<file path="src/sv/cfbr_pkg.sv">
`timescale 1ns / 1ps
// ----------------------------------------------------------------------------
// cfbr_pkg: shared types and constants of the closest front/back range block
// Coordinate and distance widths, reset values, controller state encoding and
// the command/status words that pass between controller and datapath.
// ----------------------------------------------------------------------------
package cfbr_pkg;

   // coordinate width; squares and minima are twice as wide
   localparam int COORD_BITS = 18;
   localparam int SQ_BITS    = 2 * COORD_BITS;
   localparam int ROOT_BITS  = COORD_BITS;
   localparam int OOR_BITS   = 17;
   localparam int DIST_BITS  = 18;
   localparam int CNT_BITS   = $clog2(ROOT_BITS);

   // out-of-range distance after reset and its square
   localparam logic [OOR_BITS-1:0] OOR_RESET    = 17'd100000;
   localparam logic [SQ_BITS-1:0]  OOR_SQ_RESET = SQ_BITS'(OOR_RESET) * SQ_BITS'(OOR_RESET);

   typedef enum logic [1:0] {
      ST_STREAM,
      ST_WAIT,
      ST_ROOT,
      ST_SEND
   } ctrl_state_type;

   typedef struct packed {
      logic accept;
      logic load_root;
      logic step_root;
   } dp_cmd_type;

   typedef struct packed {
      logic last_in_stage;
   } dp_status_type;

endpackage

</file>
<file path="src/sv/cfbr_req_if.sv">
`timescale 1ns / 1ps
// ----------------------------------------------------------------------------
// cfbr_req_if: point input channel
// One word is one scan point: x, y and the end-of-scan flag.
// ----------------------------------------------------------------------------
interface cfbr_req_if;
   import cfbr_pkg::*;

   logic                         valid;
   logic                         ready;
   logic signed [COORD_BITS-1:0] point_x;
   logic signed [COORD_BITS-1:0] point_y;
   logic                         last_point;

   modport source (output valid, output point_x, output point_y, output last_point,
                   input ready);
   modport sink   (input valid, input point_x, input point_y, input last_point,
                   output ready);
endinterface

</file>
<file path="src/sv/cfbr_rsp_if.sv">
`timescale 1ns / 1ps
// ----------------------------------------------------------------------------
// cfbr_rsp_if: range result channel
// One word per scan: closest front and back distances in millimeters.
// ----------------------------------------------------------------------------
interface cfbr_rsp_if;
   import cfbr_pkg::*;

   logic                 valid;
   logic                 ready;
   logic [DIST_BITS-1:0] front_distance;
   logic [DIST_BITS-1:0] back_distance;

   modport source (output valid, output front_distance, output back_distance,
                   input ready);
   modport sink   (input valid, input front_distance, input back_distance,
                   output ready);
endinterface

</file>
<file path="src/sv/cfbr_ctrl.sv">
`timescale 1ns / 1ps
// ----------------------------------------------------------------------------
// cfbr_ctrl: sequencing controller
// Streams points, waits for the end-of-scan point to settle the minima, runs
// the root iterations and holds the result until it is taken.
// ----------------------------------------------------------------------------
module cfbr_ctrl (
   input  logic                    clock,
   input  logic                    reset,
   input  logic                    req_valid,
   input  logic                    req_last,
   output logic                    req_ready,
   output logic                    rsp_valid,
   input  logic                    rsp_ready,
   input  cfbr_pkg::dp_status_type status,
   output cfbr_pkg::dp_cmd_type    cmd
);
   import cfbr_pkg::*;

   ctrl_state_type      state_ff, state_in;
   logic [CNT_BITS-1:0] cnt_ff, cnt_in;

   // state and step counter
   always_ff @(posedge clock) begin
      if (reset) begin
         state_ff <= ST_STREAM;
         cnt_ff   <= '0;
      end else begin
         state_ff <= state_in;
         cnt_ff   <= cnt_in;
      end
   end

   // next state and commands
   always_comb begin
      state_in      = state_ff;
      cnt_in        = cnt_ff;
      req_ready     = 1'b0;
      rsp_valid     = 1'b0;
      cmd.accept    = 1'b0;
      cmd.load_root = 1'b0;
      cmd.step_root = 1'b0;
      case (state_ff)
         ST_STREAM: begin
            req_ready  = 1'b1;
            cmd.accept = req_valid;
            if (req_valid && req_last) begin
               state_in = ST_WAIT;
            end
         end
         ST_WAIT: begin
            if (status.last_in_stage) begin
               cmd.load_root = 1'b1;
               cnt_in        = '0;
               state_in      = ST_ROOT;
            end
         end
         ST_ROOT: begin
            cmd.step_root = 1'b1;
            cnt_in        = cnt_ff + 1'b1;
            if (cnt_ff == CNT_BITS'(ROOT_BITS - 1)) begin
               state_in = ST_SEND;
            end
         end
         ST_SEND: begin
            rsp_valid = 1'b1;
            if (rsp_ready) begin
               state_in = ST_STREAM;
            end
         end
         default: begin
            state_in = ST_STREAM;
         end
      endcase
   end

endmodule

</file>
<file path="src/sv/cfbr_isqrt.sv">
`timescale 1ns / 1ps
// ----------------------------------------------------------------------------
// cfbr_isqrt: bit-serial integer square root
// Produces one root bit per step from the top bit pair of the radicand down;
// after ROOT_BITS steps the root register holds the floor of the root.
// ----------------------------------------------------------------------------
module cfbr_isqrt (
   input  logic                          clock,
   input  logic                          load,
   input  logic                          step,
   input  logic [cfbr_pkg::SQ_BITS-1:0]  operand,
   output logic [cfbr_pkg::ROOT_BITS-1:0] root
);
   import cfbr_pkg::*;

   logic [SQ_BITS-1:0]   rad_ff, rad_in;
   logic [ROOT_BITS:0]   rem_ff, rem_in;
   logic [ROOT_BITS-1:0] root_ff, root_in;
   logic [ROOT_BITS+2:0] rem_shift;
   logic [ROOT_BITS+2:0] trial;
   logic [ROOT_BITS+2:0] diff;

   // one digit step: bring down a bit pair, try root*4+1
   always_comb begin
      rem_shift = {rem_ff, rad_ff[SQ_BITS-1 -: 2]};
      trial     = {1'b0, root_ff, 2'b01};
      diff      = rem_shift - trial;
      rad_in    = rad_ff;
      rem_in    = rem_ff;
      root_in   = root_ff;
      if (load) begin
         rad_in  = operand;
         rem_in  = '0;
         root_in = '0;
      end else if (step) begin
         rad_in = {rad_ff[SQ_BITS-3:0], 2'b00};
         if (rem_shift >= trial) begin
            rem_in  = diff[ROOT_BITS:0];
            root_in = {root_ff[ROOT_BITS-2:0], 1'b1};
         end else begin
            rem_in  = rem_shift[ROOT_BITS:0];
            root_in = {root_ff[ROOT_BITS-2:0], 1'b0};
         end
      end
   end

   // hold the iteration state
   always_ff @(posedge clock) begin
      rad_ff  <= rad_in;
      rem_ff  <= rem_in;
      root_ff <= root_in;
   end

   assign root = root_ff;

endmodule

</file>
<file path="src/sv/cfbr_dpath.sv">
`timescale 1ns / 1ps
// ----------------------------------------------------------------------------
// cfbr_dpath: distance datapath
// Squares the coordinates in one stage, adds and updates the front/back
// minima in the next, reloads them at scan end or on a range write and feeds the two roots.
// ----------------------------------------------------------------------------
module cfbr_dpath (
   input  logic                                clock,
   input  logic                                reset,
   input  cfbr_pkg::dp_cmd_type                cmd,
   output cfbr_pkg::dp_status_type             status,
   input  logic signed [cfbr_pkg::COORD_BITS-1:0] point_x,
   input  logic signed [cfbr_pkg::COORD_BITS-1:0] point_y,
   input  logic                                last_point,
   input  logic                                csr_we,
   input  logic [cfbr_pkg::OOR_BITS-1:0]       csr_wdata,
   output logic [cfbr_pkg::DIST_BITS-1:0]      front_distance,
   output logic [cfbr_pkg::DIST_BITS-1:0]      back_distance
);
   import cfbr_pkg::*;

   logic [COORD_BITS-1:0] mag_x, mag_y;
   logic                  s1_valid_ff, s1_last_ff, s1_front_ff, s1_back_ff;
   logic [SQ_BITS-1:0]    sq_x_ff, sq_y_ff;
   logic [SQ_BITS-1:0]    oor_sq_ff, oor_sq_in;
   logic [SQ_BITS-1:0]    min_front_ff, min_front_in;
   logic [SQ_BITS-1:0]    min_back_ff, min_back_in;
   logic [SQ_BITS-1:0]    upd_front, upd_back;
   logic [SQ_BITS-1:0]    dist_sq;
   logic [ROOT_BITS-1:0]  root_front, root_back;

   // take magnitudes; the most negative code maps to its unsigned value
   assign mag_x = point_x[COORD_BITS-1] ? unsigned'(-point_x) : unsigned'(point_x);
   assign mag_y = point_y[COORD_BITS-1] ? unsigned'(-point_y) : unsigned'(point_y);

   // square stage
   always_ff @(posedge clock) begin
      if (reset) begin
         s1_valid_ff <= 1'b0;
      end else begin
         s1_valid_ff <= cmd.accept;
      end
      if (cmd.accept) begin
         sq_x_ff     <= SQ_BITS'(mag_x) * SQ_BITS'(mag_x);
         sq_y_ff     <= SQ_BITS'(mag_y) * SQ_BITS'(mag_y);
         s1_last_ff  <= last_point;
         s1_front_ff <= !point_x[COORD_BITS-1] && (point_x != '0);
         s1_back_ff  <= point_x[COORD_BITS-1];
      end
   end

   assign status.last_in_stage = s1_valid_ff && s1_last_ff;

   // add and keep the smaller square per side
   always_comb begin
      dist_sq   = sq_x_ff + sq_y_ff;
      upd_front = min_front_ff;
      upd_back  = min_back_ff;
      if (s1_valid_ff && s1_front_ff && (dist_sq < min_front_ff)) begin
         upd_front = dist_sq;
      end
      if (s1_valid_ff && s1_back_ff && (dist_sq < min_back_ff)) begin
         upd_back = dist_sq;
      end
      oor_sq_in    = oor_sq_ff;
      min_front_in = upd_front;
      min_back_in  = upd_back;
      if (csr_we) begin
         oor_sq_in    = SQ_BITS'(csr_wdata) * SQ_BITS'(csr_wdata);
         min_front_in = oor_sq_in;
         min_back_in  = oor_sq_in;
      end else if (status.last_in_stage) begin
         min_front_in = oor_sq_ff;
         min_back_in  = oor_sq_ff;
      end
   end

   // minima and range square
   always_ff @(posedge clock) begin
      if (reset) begin
         oor_sq_ff    <= OOR_SQ_RESET;
         min_front_ff <= OOR_SQ_RESET;
         min_back_ff  <= OOR_SQ_RESET;
      end else begin
         oor_sq_ff    <= oor_sq_in;
         min_front_ff <= min_front_in;
         min_back_ff  <= min_back_in;
      end
   end

   // roots of the closing minima
   cfbr_isqrt u_root_front (
      .clock   (clock),
      .load    (cmd.load_root),
      .step    (cmd.step_root),
      .operand (upd_front),
      .root    (root_front)
   );

   cfbr_isqrt u_root_back (
      .clock   (clock),
      .load    (cmd.load_root),
      .step    (cmd.step_root),
      .operand (upd_back),
      .root    (root_back)
   );

   assign front_distance = DIST_BITS'(root_front);
   assign back_distance  = DIST_BITS'(root_back);

endmodule

</file>
<file path="src/sv/closest_front_back_range.sv">
`timescale 1ns / 1ps
// Points stream in at one word per cycle while no scan result is pending; each
// updates the minima in the cycle after it is taken (squares registered at
// acceptance, then add/compare stage). A last point offers its result word once
// the minima settle and both roots load, then after 18 root steps.
// No new point is taken from a last point until its result word is taken.
// Synchronous reset restores a 100000 mm range and reloads both minima at once.
// ----------------------------------------------------------------------------
// closest_front_back_range: closest front and back lidar range per scan
// Tracks the smallest squared planar distance ahead of and behind the sensor
// and reports both as integer square roots at the end of each scan.
// ----------------------------------------------------------------------------
module closest_front_back_range (
   input  logic                          clock,
   input  logic                          reset,
   cfbr_req_if.sink                      req,
   cfbr_rsp_if.source                    rsp,
   input  logic                          csr_we,
   input  logic [cfbr_pkg::OOR_BITS-1:0] csr_wdata
);
   import cfbr_pkg::*;

   dp_cmd_type    cmd;
   dp_status_type status;

   // sequencing
   cfbr_ctrl u_ctrl (
      .clock     (clock),
      .reset     (reset),
      .req_valid (req.valid),
      .req_last  (req.last_point),
      .req_ready (req.ready),
      .rsp_valid (rsp.valid),
      .rsp_ready (rsp.ready),
      .status    (status),
      .cmd       (cmd)
   );

   // arithmetic
   cfbr_dpath u_dpath (
      .clock          (clock),
      .reset          (reset),
      .cmd            (cmd),
      .status         (status),
      .point_x        (req.point_x),
      .point_y        (req.point_y),
      .last_point     (req.last_point),
      .csr_we         (csr_we),
      .csr_wdata      (csr_wdata),
      .front_distance (rsp.front_distance),
      .back_distance  (rsp.back_distance)
   );

   // stop taking points once a last point is in
   a_last_stalls: assert property (@(posedge clock) disable iff (reset)
      req.valid && req.ready && req.last_point |=> !req.ready)
      else $error("point accepted right after a last point");

   // result word follows a last point after the root run
   a_result_latency: assert property (@(posedge clock) disable iff (reset)
      req.valid && req.ready && req.last_point |-> ##(ROOT_BITS + 2) rsp.valid)
      else $error("result word not ready after root run");

   // no point taken while a result word waits
   a_no_overlap: assert property (@(posedge clock) disable iff (reset)
      rsp.valid |-> !req.ready)
      else $error("input open while result pending");

   // one result word per scan
   a_single_result: assert property (@(posedge clock) disable iff (reset)
      rsp.valid && rsp.ready |=> !rsp.valid)
      else $error("result word repeated");

endmodule

</file>
<file path="src/flat_wrapper.sv">
// flat-port wrapper written by rule: the top's interface ports become plain ports
module closest_front_back_range_flat import cfbr_pkg::*;
  (clock, reset, csr_we, csr_wdata, req_valid, req_point_x, req_point_y, req_last_point, req_ready, rsp_valid, rsp_front_distance, rsp_back_distance, rsp_ready);
  cfbr_req_if req_i ();
  cfbr_rsp_if rsp_i ();
  input  logic clock;
  input  logic reset;
  input  logic csr_we;
  input  logic [cfbr_pkg::OOR_BITS-1:0] csr_wdata;
  input wire logic [$bits(req_i.valid)-1:0] req_valid;
  input wire logic [$bits(req_i.point_x)-1:0] req_point_x;
  input wire logic [$bits(req_i.point_y)-1:0] req_point_y;
  input wire logic [$bits(req_i.last_point)-1:0] req_last_point;
  output wire logic [$bits(req_i.ready)-1:0] req_ready;
  output wire logic [$bits(rsp_i.valid)-1:0] rsp_valid;
  output wire logic [$bits(rsp_i.front_distance)-1:0] rsp_front_distance;
  output wire logic [$bits(rsp_i.back_distance)-1:0] rsp_back_distance;
  input wire logic [$bits(rsp_i.ready)-1:0] rsp_ready;
  assign req_i.valid = req_valid;
  assign req_i.point_x = req_point_x;
  assign req_i.point_y = req_point_y;
  assign req_i.last_point = req_last_point;
  assign req_ready = req_i.ready;
  assign rsp_valid = rsp_i.valid;
  assign rsp_front_distance = rsp_i.front_distance;
  assign rsp_back_distance = rsp_i.back_distance;
  assign rsp_i.ready = rsp_ready;
  closest_front_back_range u_core (.clock(clock), .reset(reset), .req(req_i), .rsp(rsp_i), .csr_we(csr_we), .csr_wdata(csr_wdata));
endmodule
</file>
<file path="config.mk">
export PLATFORM = sky130hd
export DESIGN_NAME = closest_front_back_range_flat
export DESIGN_NICKNAME = d
export VERILOG_FILES = /design/src/sv/cfbr_pkg.sv /design/src/sv/cfbr_req_if.sv /design/src/sv/cfbr_rsp_if.sv /design/src/sv/cfbr_ctrl.sv /design/src/sv/cfbr_isqrt.sv /design/src/sv/cfbr_dpath.sv /design/src/sv/closest_front_back_range.sv /design/src/flat_wrapper.sv
export SDC_FILE = /design/constraint.sdc
export NUM_CORES = 2
export LEC_CHECK = 0
export BUFFER_PORTS_ARGS = -buffer_cell sky130_fd_sc_hd__buf_2
export CORE_MARGIN = 10
export CORE_UTILIZATION = 42
export DETAILED_ROUTE_END_ITERATION = 8
export PLACE_DENSITY = 0.69
export SYNTH_ARGS = -nofsm -noshare
export SYNTH_HDL_FRONTEND = slang
export SYNTH_SLANG_ARGS = --single-unit
export TNS_END_PERCENT = 100
</file>
<file path="constraint.sdc">
create_clock -name clock -period 17.54 [get_ports clock]
set_clock_uncertainty 0.1 [all_clocks]
set_input_delay 5.262 -clock clock [delete_from_list [all_inputs] [get_ports clock]]
set_output_delay 5.262 -clock clock [all_outputs]
set_load 0.02 [all_outputs]
</file>
# == After elaboration in Yosys (flattened, before gate mapping) ==
# Index checks and enable logic that the tools add are counted.
# totals
reg_bits,335
latch_bits,0
ram_bits,0
romBits,0
input_bits,59
out_inout_bits,38
wordCells,84
memories,0
# op_classes
n_addsub,6
n_mul,3
div_mod_pow,0
magnitude_cmp,4
eq_ne,8
shifts,0
n_mux,29
bitwise,0
reduce_logical,15
# ops
cell,count
two-way mux 36 bit,8
< comparator 36 bit,2
multiplier 18 x 18 -> 36 bit,2
two-way mux 34 bit,2
greater-or-equal comparator 21 x 20 -> 1 bit,2
two-way mux 19 bit,2
subtractor 19 bit,2
adder 36 bit,1
two-way mux 18 bit,2
negator 18 bit,2
multiplier 17 x 17 -> 34 bit,1
nonzero test 18 bit,1
one-hot mux 5 bit (2 select lines),1
two-way mux 1 bit,8
two-way mux 2 bit,4
one-hot mux 2 bit (4 select lines),1
logical AND 1 bit,7
!= test 2 bit (second input constant),3
adder 5 x 1 -> 5 bit (second input constant),1
== test 5 bit (second input constant),1
two-way mux 5 bit,1
== test 2 bit (second input constant),2
AND reduction 4 bit,1
nonzero test 2 bit,2
other kinds (6),6

# == Depth between registers and ports, before layout ==
# depth
ltp_word,6
depth_mapped,35
mapped_depth_nobuf,32

# == By module ==
# From an unflattened synthesis, not the netlist that was laid out.
# hier_totals
hier_cells,4827
area_unflattened_um2,44621.5
# modules_own_cells
module,instances,cells_per_inst,area_per_inst_um2,seq_area_each_um2
cfbr_dpath,1,4000,36029.6,4314.1
cfbr_isqrt,2,387,4063.9,1821.7
cfbr_ctrl,1,53,464.2,140.1

# == Worst setup path before layout ==
# Ideal clock, no wire load.
# synth_timing
path_type,input -> register
from,in req_point_y[0]
to,"reg u_core.u_dpath.sq_y_ff[35], data pin"
setup_ns,0.207
t_arrival_ns,12.713
t_required_ns,17.233
setup_slack_ns,4.520
path_stages,32
n_path_buf,2
cell_sequence,clkbuf_1 > inv_1 > clkbuf_1 > ha_1 > nand2_1 > or3_1 > o21ai_0 > xor2_1 > clkinv_1 > nand2_1 > inv_1 > fa_1 > fa_1 > inv_1 > fa_1 > inv_1 > fa_1 > fa_1 > inv_1 > fa_1 > inv_1 > ha_1 > a21oi_1 > nor2b_1 > o21ai_0 > a21oi_1 > or3_1 > o2111a_1 > o21bai_1 > a311o_1 > mux2i_1 > a2111oi_0
# synth_via
elab_chain_len,3
# synth_rtl
element,line_no,source
"start, declared",flat_wrapper.sv:12,input wire logic [$bits(req_i.point_y)-1:0] req_point_y;
negator 18 bit,cfbr_dpath.sv:34,assign mag_y = point_y[COORD_BITS-1] ? unsigned'(-point_y) : unsigned'(point_y);
two-way mux 18 bit *,cfbr_dpath.sv:34,
multiplier 18 x 18 -> 36 bit *,cfbr_dpath.sv:45,sq_y_ff <= SQ_BITS'(mag_y) * SQ_BITS'(mag_y);
"end signal, assigned",cfbr_dpath.sv:45,
"end, declared",cfbr_dpath.sv:24,"logic [SQ_BITS-1:0] sq_x_ff, sq_y_ff;"
# Every way passes the cells marked *; elsewhere a longest branch is shown, timed or not.
# A chain may end at the register's enable or synchronous reset.

# == Worst setup path in the final report ==
# Ends and elaborated chain as after synthesis.

==> results by group <==
Run status
  • Status: complete, no violations

Worst setup path
  • Worst Path Arrival: 13.80 ns
  • Setup slack, reg-to-reg: 11.15 ns
  • CP required: around 18 ns
  • CP startpoint kind: input port
  • R2R Path End: u_core.u_dpath.min_front_ff[11]
  • R2R cell count: 21
  • Crit path max fanout: 13
  • Crit path capture type: flop
  • Crit Path Class: input port to flop
  • CP max-delay cell: xor2_1
  • CP max stage delay: roughly 0.79 ns
  • CP most frequent cell: inv_1
  • Worst r2r src: u_core.u_dpath.sq_x_ff[3]

STA
  • Setup TNS: 0 ns
  • Post-route worst setup slack: about 4 ns
  • Fin crit share: 0.7746
  • Setup violators final: 0
  • Max_slew headroom: 0.2580
  • Tmin final: 13.59 ns
  • Max-slew violation count: 0
  • Worst-margin pin slew: between 1 and 1.5 ns
  • RSZ-0062 raised after global routing: false
  • Final hold viol count: 0
  • Fmax achieved: roughly 0.074 GHz

Yosys
  • Syn Inst Count: about 4.8k
  • Synth warnings: 0
  • Yosys top cell by area: fa_1
  • Post-synth EDFFs: about 150
  • Async S/R FF share, synth: 0
  • Top_reg_cell synth: dfxtp_1
  • Yosys top cell area share: 0.2866
  • Post-Syn Area: between 0.04 and 0.05 mm²
  • Ranking of synthesized cells by area: fa_1, ha_1, edfxtp_1
  • Avg Inst Size Synth: around 9.1 µm²
  • FF+latch count, synth: ~330
  • Distinct cells, synth: 91
  • Seq/Total Area, Yosys: 0.1852

Clock tree
  • Clock buffer count from CTS: 42
  • Clock Latency Late Sink: ~0.57 ns
  • Setup bufs post-CTS: 0
  • Cts-stage hold buffer count: 0
  • CTS tree: built
  • CTS Sinks: ~330
  • Resize count post-CTS: 0
  • H-tree depth: 2
  • Clk pin slew, worst setup/hold paths: about 0.060 ns
  • Max Root-Sink Buffers: 3
  • Root buf cell: clkbuf_16

Placement
  • Setup Slack @ Placement: between 3 and 4 ns
  • Port Buffers: 96
  • Routability cong.: a little over 0.9
  • Post-DP Area: 0.04577 mm²
  • DP HPWL: around 83000 µm

Min path
  • Hold_sp: u_core.u_dpath.oor_sq_ff[24]
  • HP Class: flop to flop
  • Hold endpoint: u_core.u_dpath.oor_sq_ff[24]
  • Hold path cells: 2

Floorplanning
  • Die Span Y: 342.7 µm
  • DIE WIDTH: ~340 µm
  • Die footprint: 0.1174 mm²
  • Placeable Area: 0.1035 mm²
  • Initial Util: 0.4225
  • I/O pin total: 97
  • Row count: approximately 120

Routing
  • Final ANT Viol Nets: 0
  • WL/cell: 16.38 µm
  • WL final: 102700 µm
  • Vias/cell: 5.135
  • Via count: about 32k
  • Drt first-iter violations: 1852
  • DRT Pass-1 Iters: 5
  • # DRC: 0

Final layout
  • Multi-input combinational cell area: about 0.031 mm²
  • Flip-flop and latch area: between 0.008 and 0.009 mm²
  • # fillers: between 9k and 10k
  • Final instance area: 0.04720 mm²
  • Layout cell share with drive strength beyond 1: 0.05260
  • Synthesis-to-layout area growth: 7.928%
  • Nets: approximately 6k

Global route
  • First-pass GRT wire length: roughly 170000 µm
  • Initial antenna violation count: 3
  • GRT Residual Overflow: 0
  • All-Layer GR Usage: 0.1765
  • Largest net degree at the start of global routing: 113
  • Vias in the first global route: 33.84k

Flow run
  • Total of max-cap violations: 0
[cell usage after synthesis, drive strengths merged (6+ instances only)]
library cell	number
o31a	8
and2	75
a211o	12
edfxtp	145
o31ai	13
a311oi	12
nand3	34
inv	1055
o21bai	22
nor2	331
clkbuf	119
a211oi	38
dfxtp	187
a31oi	21
o2111ai	6
nor3	35
a21oi	176
or2	14
nand4	23
nand2	472
o21ai	202
o211ai	12
nor2b	32
nor4	12
a31o	6
o21a	36
buf	20
nand2b	26
clkinv	8
xor2	62
xnor2	131
mux2i	123
fa	626
and3	23
a21o	100
ha	474
or3	16
a21boi	10
[metal layers]
metal  wire, µm  vias up  GRT usage  share of wire
li1           -    15360          -              -
met1      41710    15836     0.2128           0.41
met2      51710      743     0.3151           0.50
met3       4995      238    0.02439          0.049
met4       4223        4    0.06911          0.041
met5         14        -          0        0.00014
[how the worst max path moves through the flow]
| stage | cells after the start | start | slack (ns) | to |
|---|---|---|---|---|
| detailed placement | 31 | req_point_y[0] | 3.43 | u_core.u_dpath.sq_y_ff[35] |
| floorplan | 32 | req_point_y[0] | 4.52 | u_core.u_dpath.sq_y_ff[35] |
| CTS | 31 | req_point_y[0] | 3.98 | u_core.u_dpath.sq_y_ff[35] |
| global placement | 31 | req_point_y[0] | 3.66 | u_core.u_dpath.sq_y_ff[35] |
| global route | 31 | req_point_y[0] | 3.31 | u_core.u_dpath.sq_y_ff[35] |
| finish | 30 | req_point_y[0] | 3.95 | u_core.u_dpath.sq_y_ff[35] |
[cells in the final DEF, fill, tap and decap left out, types with 24 or more instances in the layout]
| cell | instances |
|---|---|
| nand2_1 | 465 |
| inv_1 | 1051 |
| nand2b_1 | 25 |
| a211oi_1 | 37 |
| xor2_1 | 62 |
| fa_1 | 626 |
| xnor2_1 | 128 |
| buf_2 | 96 |
| ha_1 | 473 |
| a21o_1 | 100 |
| edfxtp_1 | 145 |
| buf_4 | 33 |
| nand3_1 | 33 |
| and2_1 | 74 |
| o21a_1 | 36 |
| o21ai_0 | 196 |
| clkbuf_16 | 43 |
| a21oi_1 | 175 |
| nor3_1 | 35 |
| conb_1 | 24 |
| mux2i_1 | 123 |
| nor2b_1 | 32 |
| dfxtp_1 | 187 |
| nor2_1 | 329 |
[flip-flops by register name, summed over array words and instances, names as in the netlist, 5 cells and up]
signal	cells
u_core.u_dpath.sq_x_ff	35
u_core.u_dpath.sq_y_ff	35
u_core.u_ctrl.cnt_ff	5
u_core.u_dpath.min_front_ff	36
u_core.u_dpath.u_root_front.rad_ff	36
u_core.u_dpath.u_root_back.root	18
u_core.u_dpath.min_back_ff	36
u_core.u_dpath.u_root_back.rem_ff	19
u_core.u_dpath.oor_sq_ff	33
u_core.u_dpath.u_root_front.rem_ff	19
u_core.u_dpath.u_root_front.root	18
u_core.u_dpath.u_root_back.rad_ff	36
[cells by family after synthesis]
group	share of synthesized area
buffers and inverters	0.1037
flip-flops	0.1852
other	0.0001717
adder cells (fa/ha/maj)	0.4222
multiplexers	0.02867
XOR/XNOR	0.03926
AO/OA/AOI/OAI	0.1064
AND/OR/NAND/NOR	0.1144
[cell type report]
class                   instances  share of cell area
inverters                    1063             0.08454
repair buffers                129             0.01543
diodes                          1          0.00005302
clock buffers                  60             0.02585
multi-input cells            3284              0.6617
clock inverters                18            0.004295
flip-flops and latches        332              0.1716
well taps                    1380             0.03658
[through the flow]
step | hold slack (ns) | utilization | instances
floorplan | 0.3176 | - | 4818
global placement | 0.3275 | 0.4423 | 6188
detailed placement | 0.3306 | 0.4423 | 6188
CTS | 0.3404 | 0.4560 | 6266
global route | 0.3577 | 0.4560 | 6267
finish | 0.3405 | 0.4560 | 6267
[worst max-delay path, delay by kind of cell]
kind | cells | cell delay (ns)
multiplexers | 1 | 0.08
buffers and inverters | 8 | 1.33
AO/OA/AOI/OAI | 8 | 1.86
adder cells (fa/ha/maj) | 7 | 3.30
XOR/XNOR | 1 | 0.79
AND/OR/NAND/NOR | 5 | 1.16
Power is not shown: default switching activity piles up to over one toggle a cycle in this logic, so the estimate is an artifact.
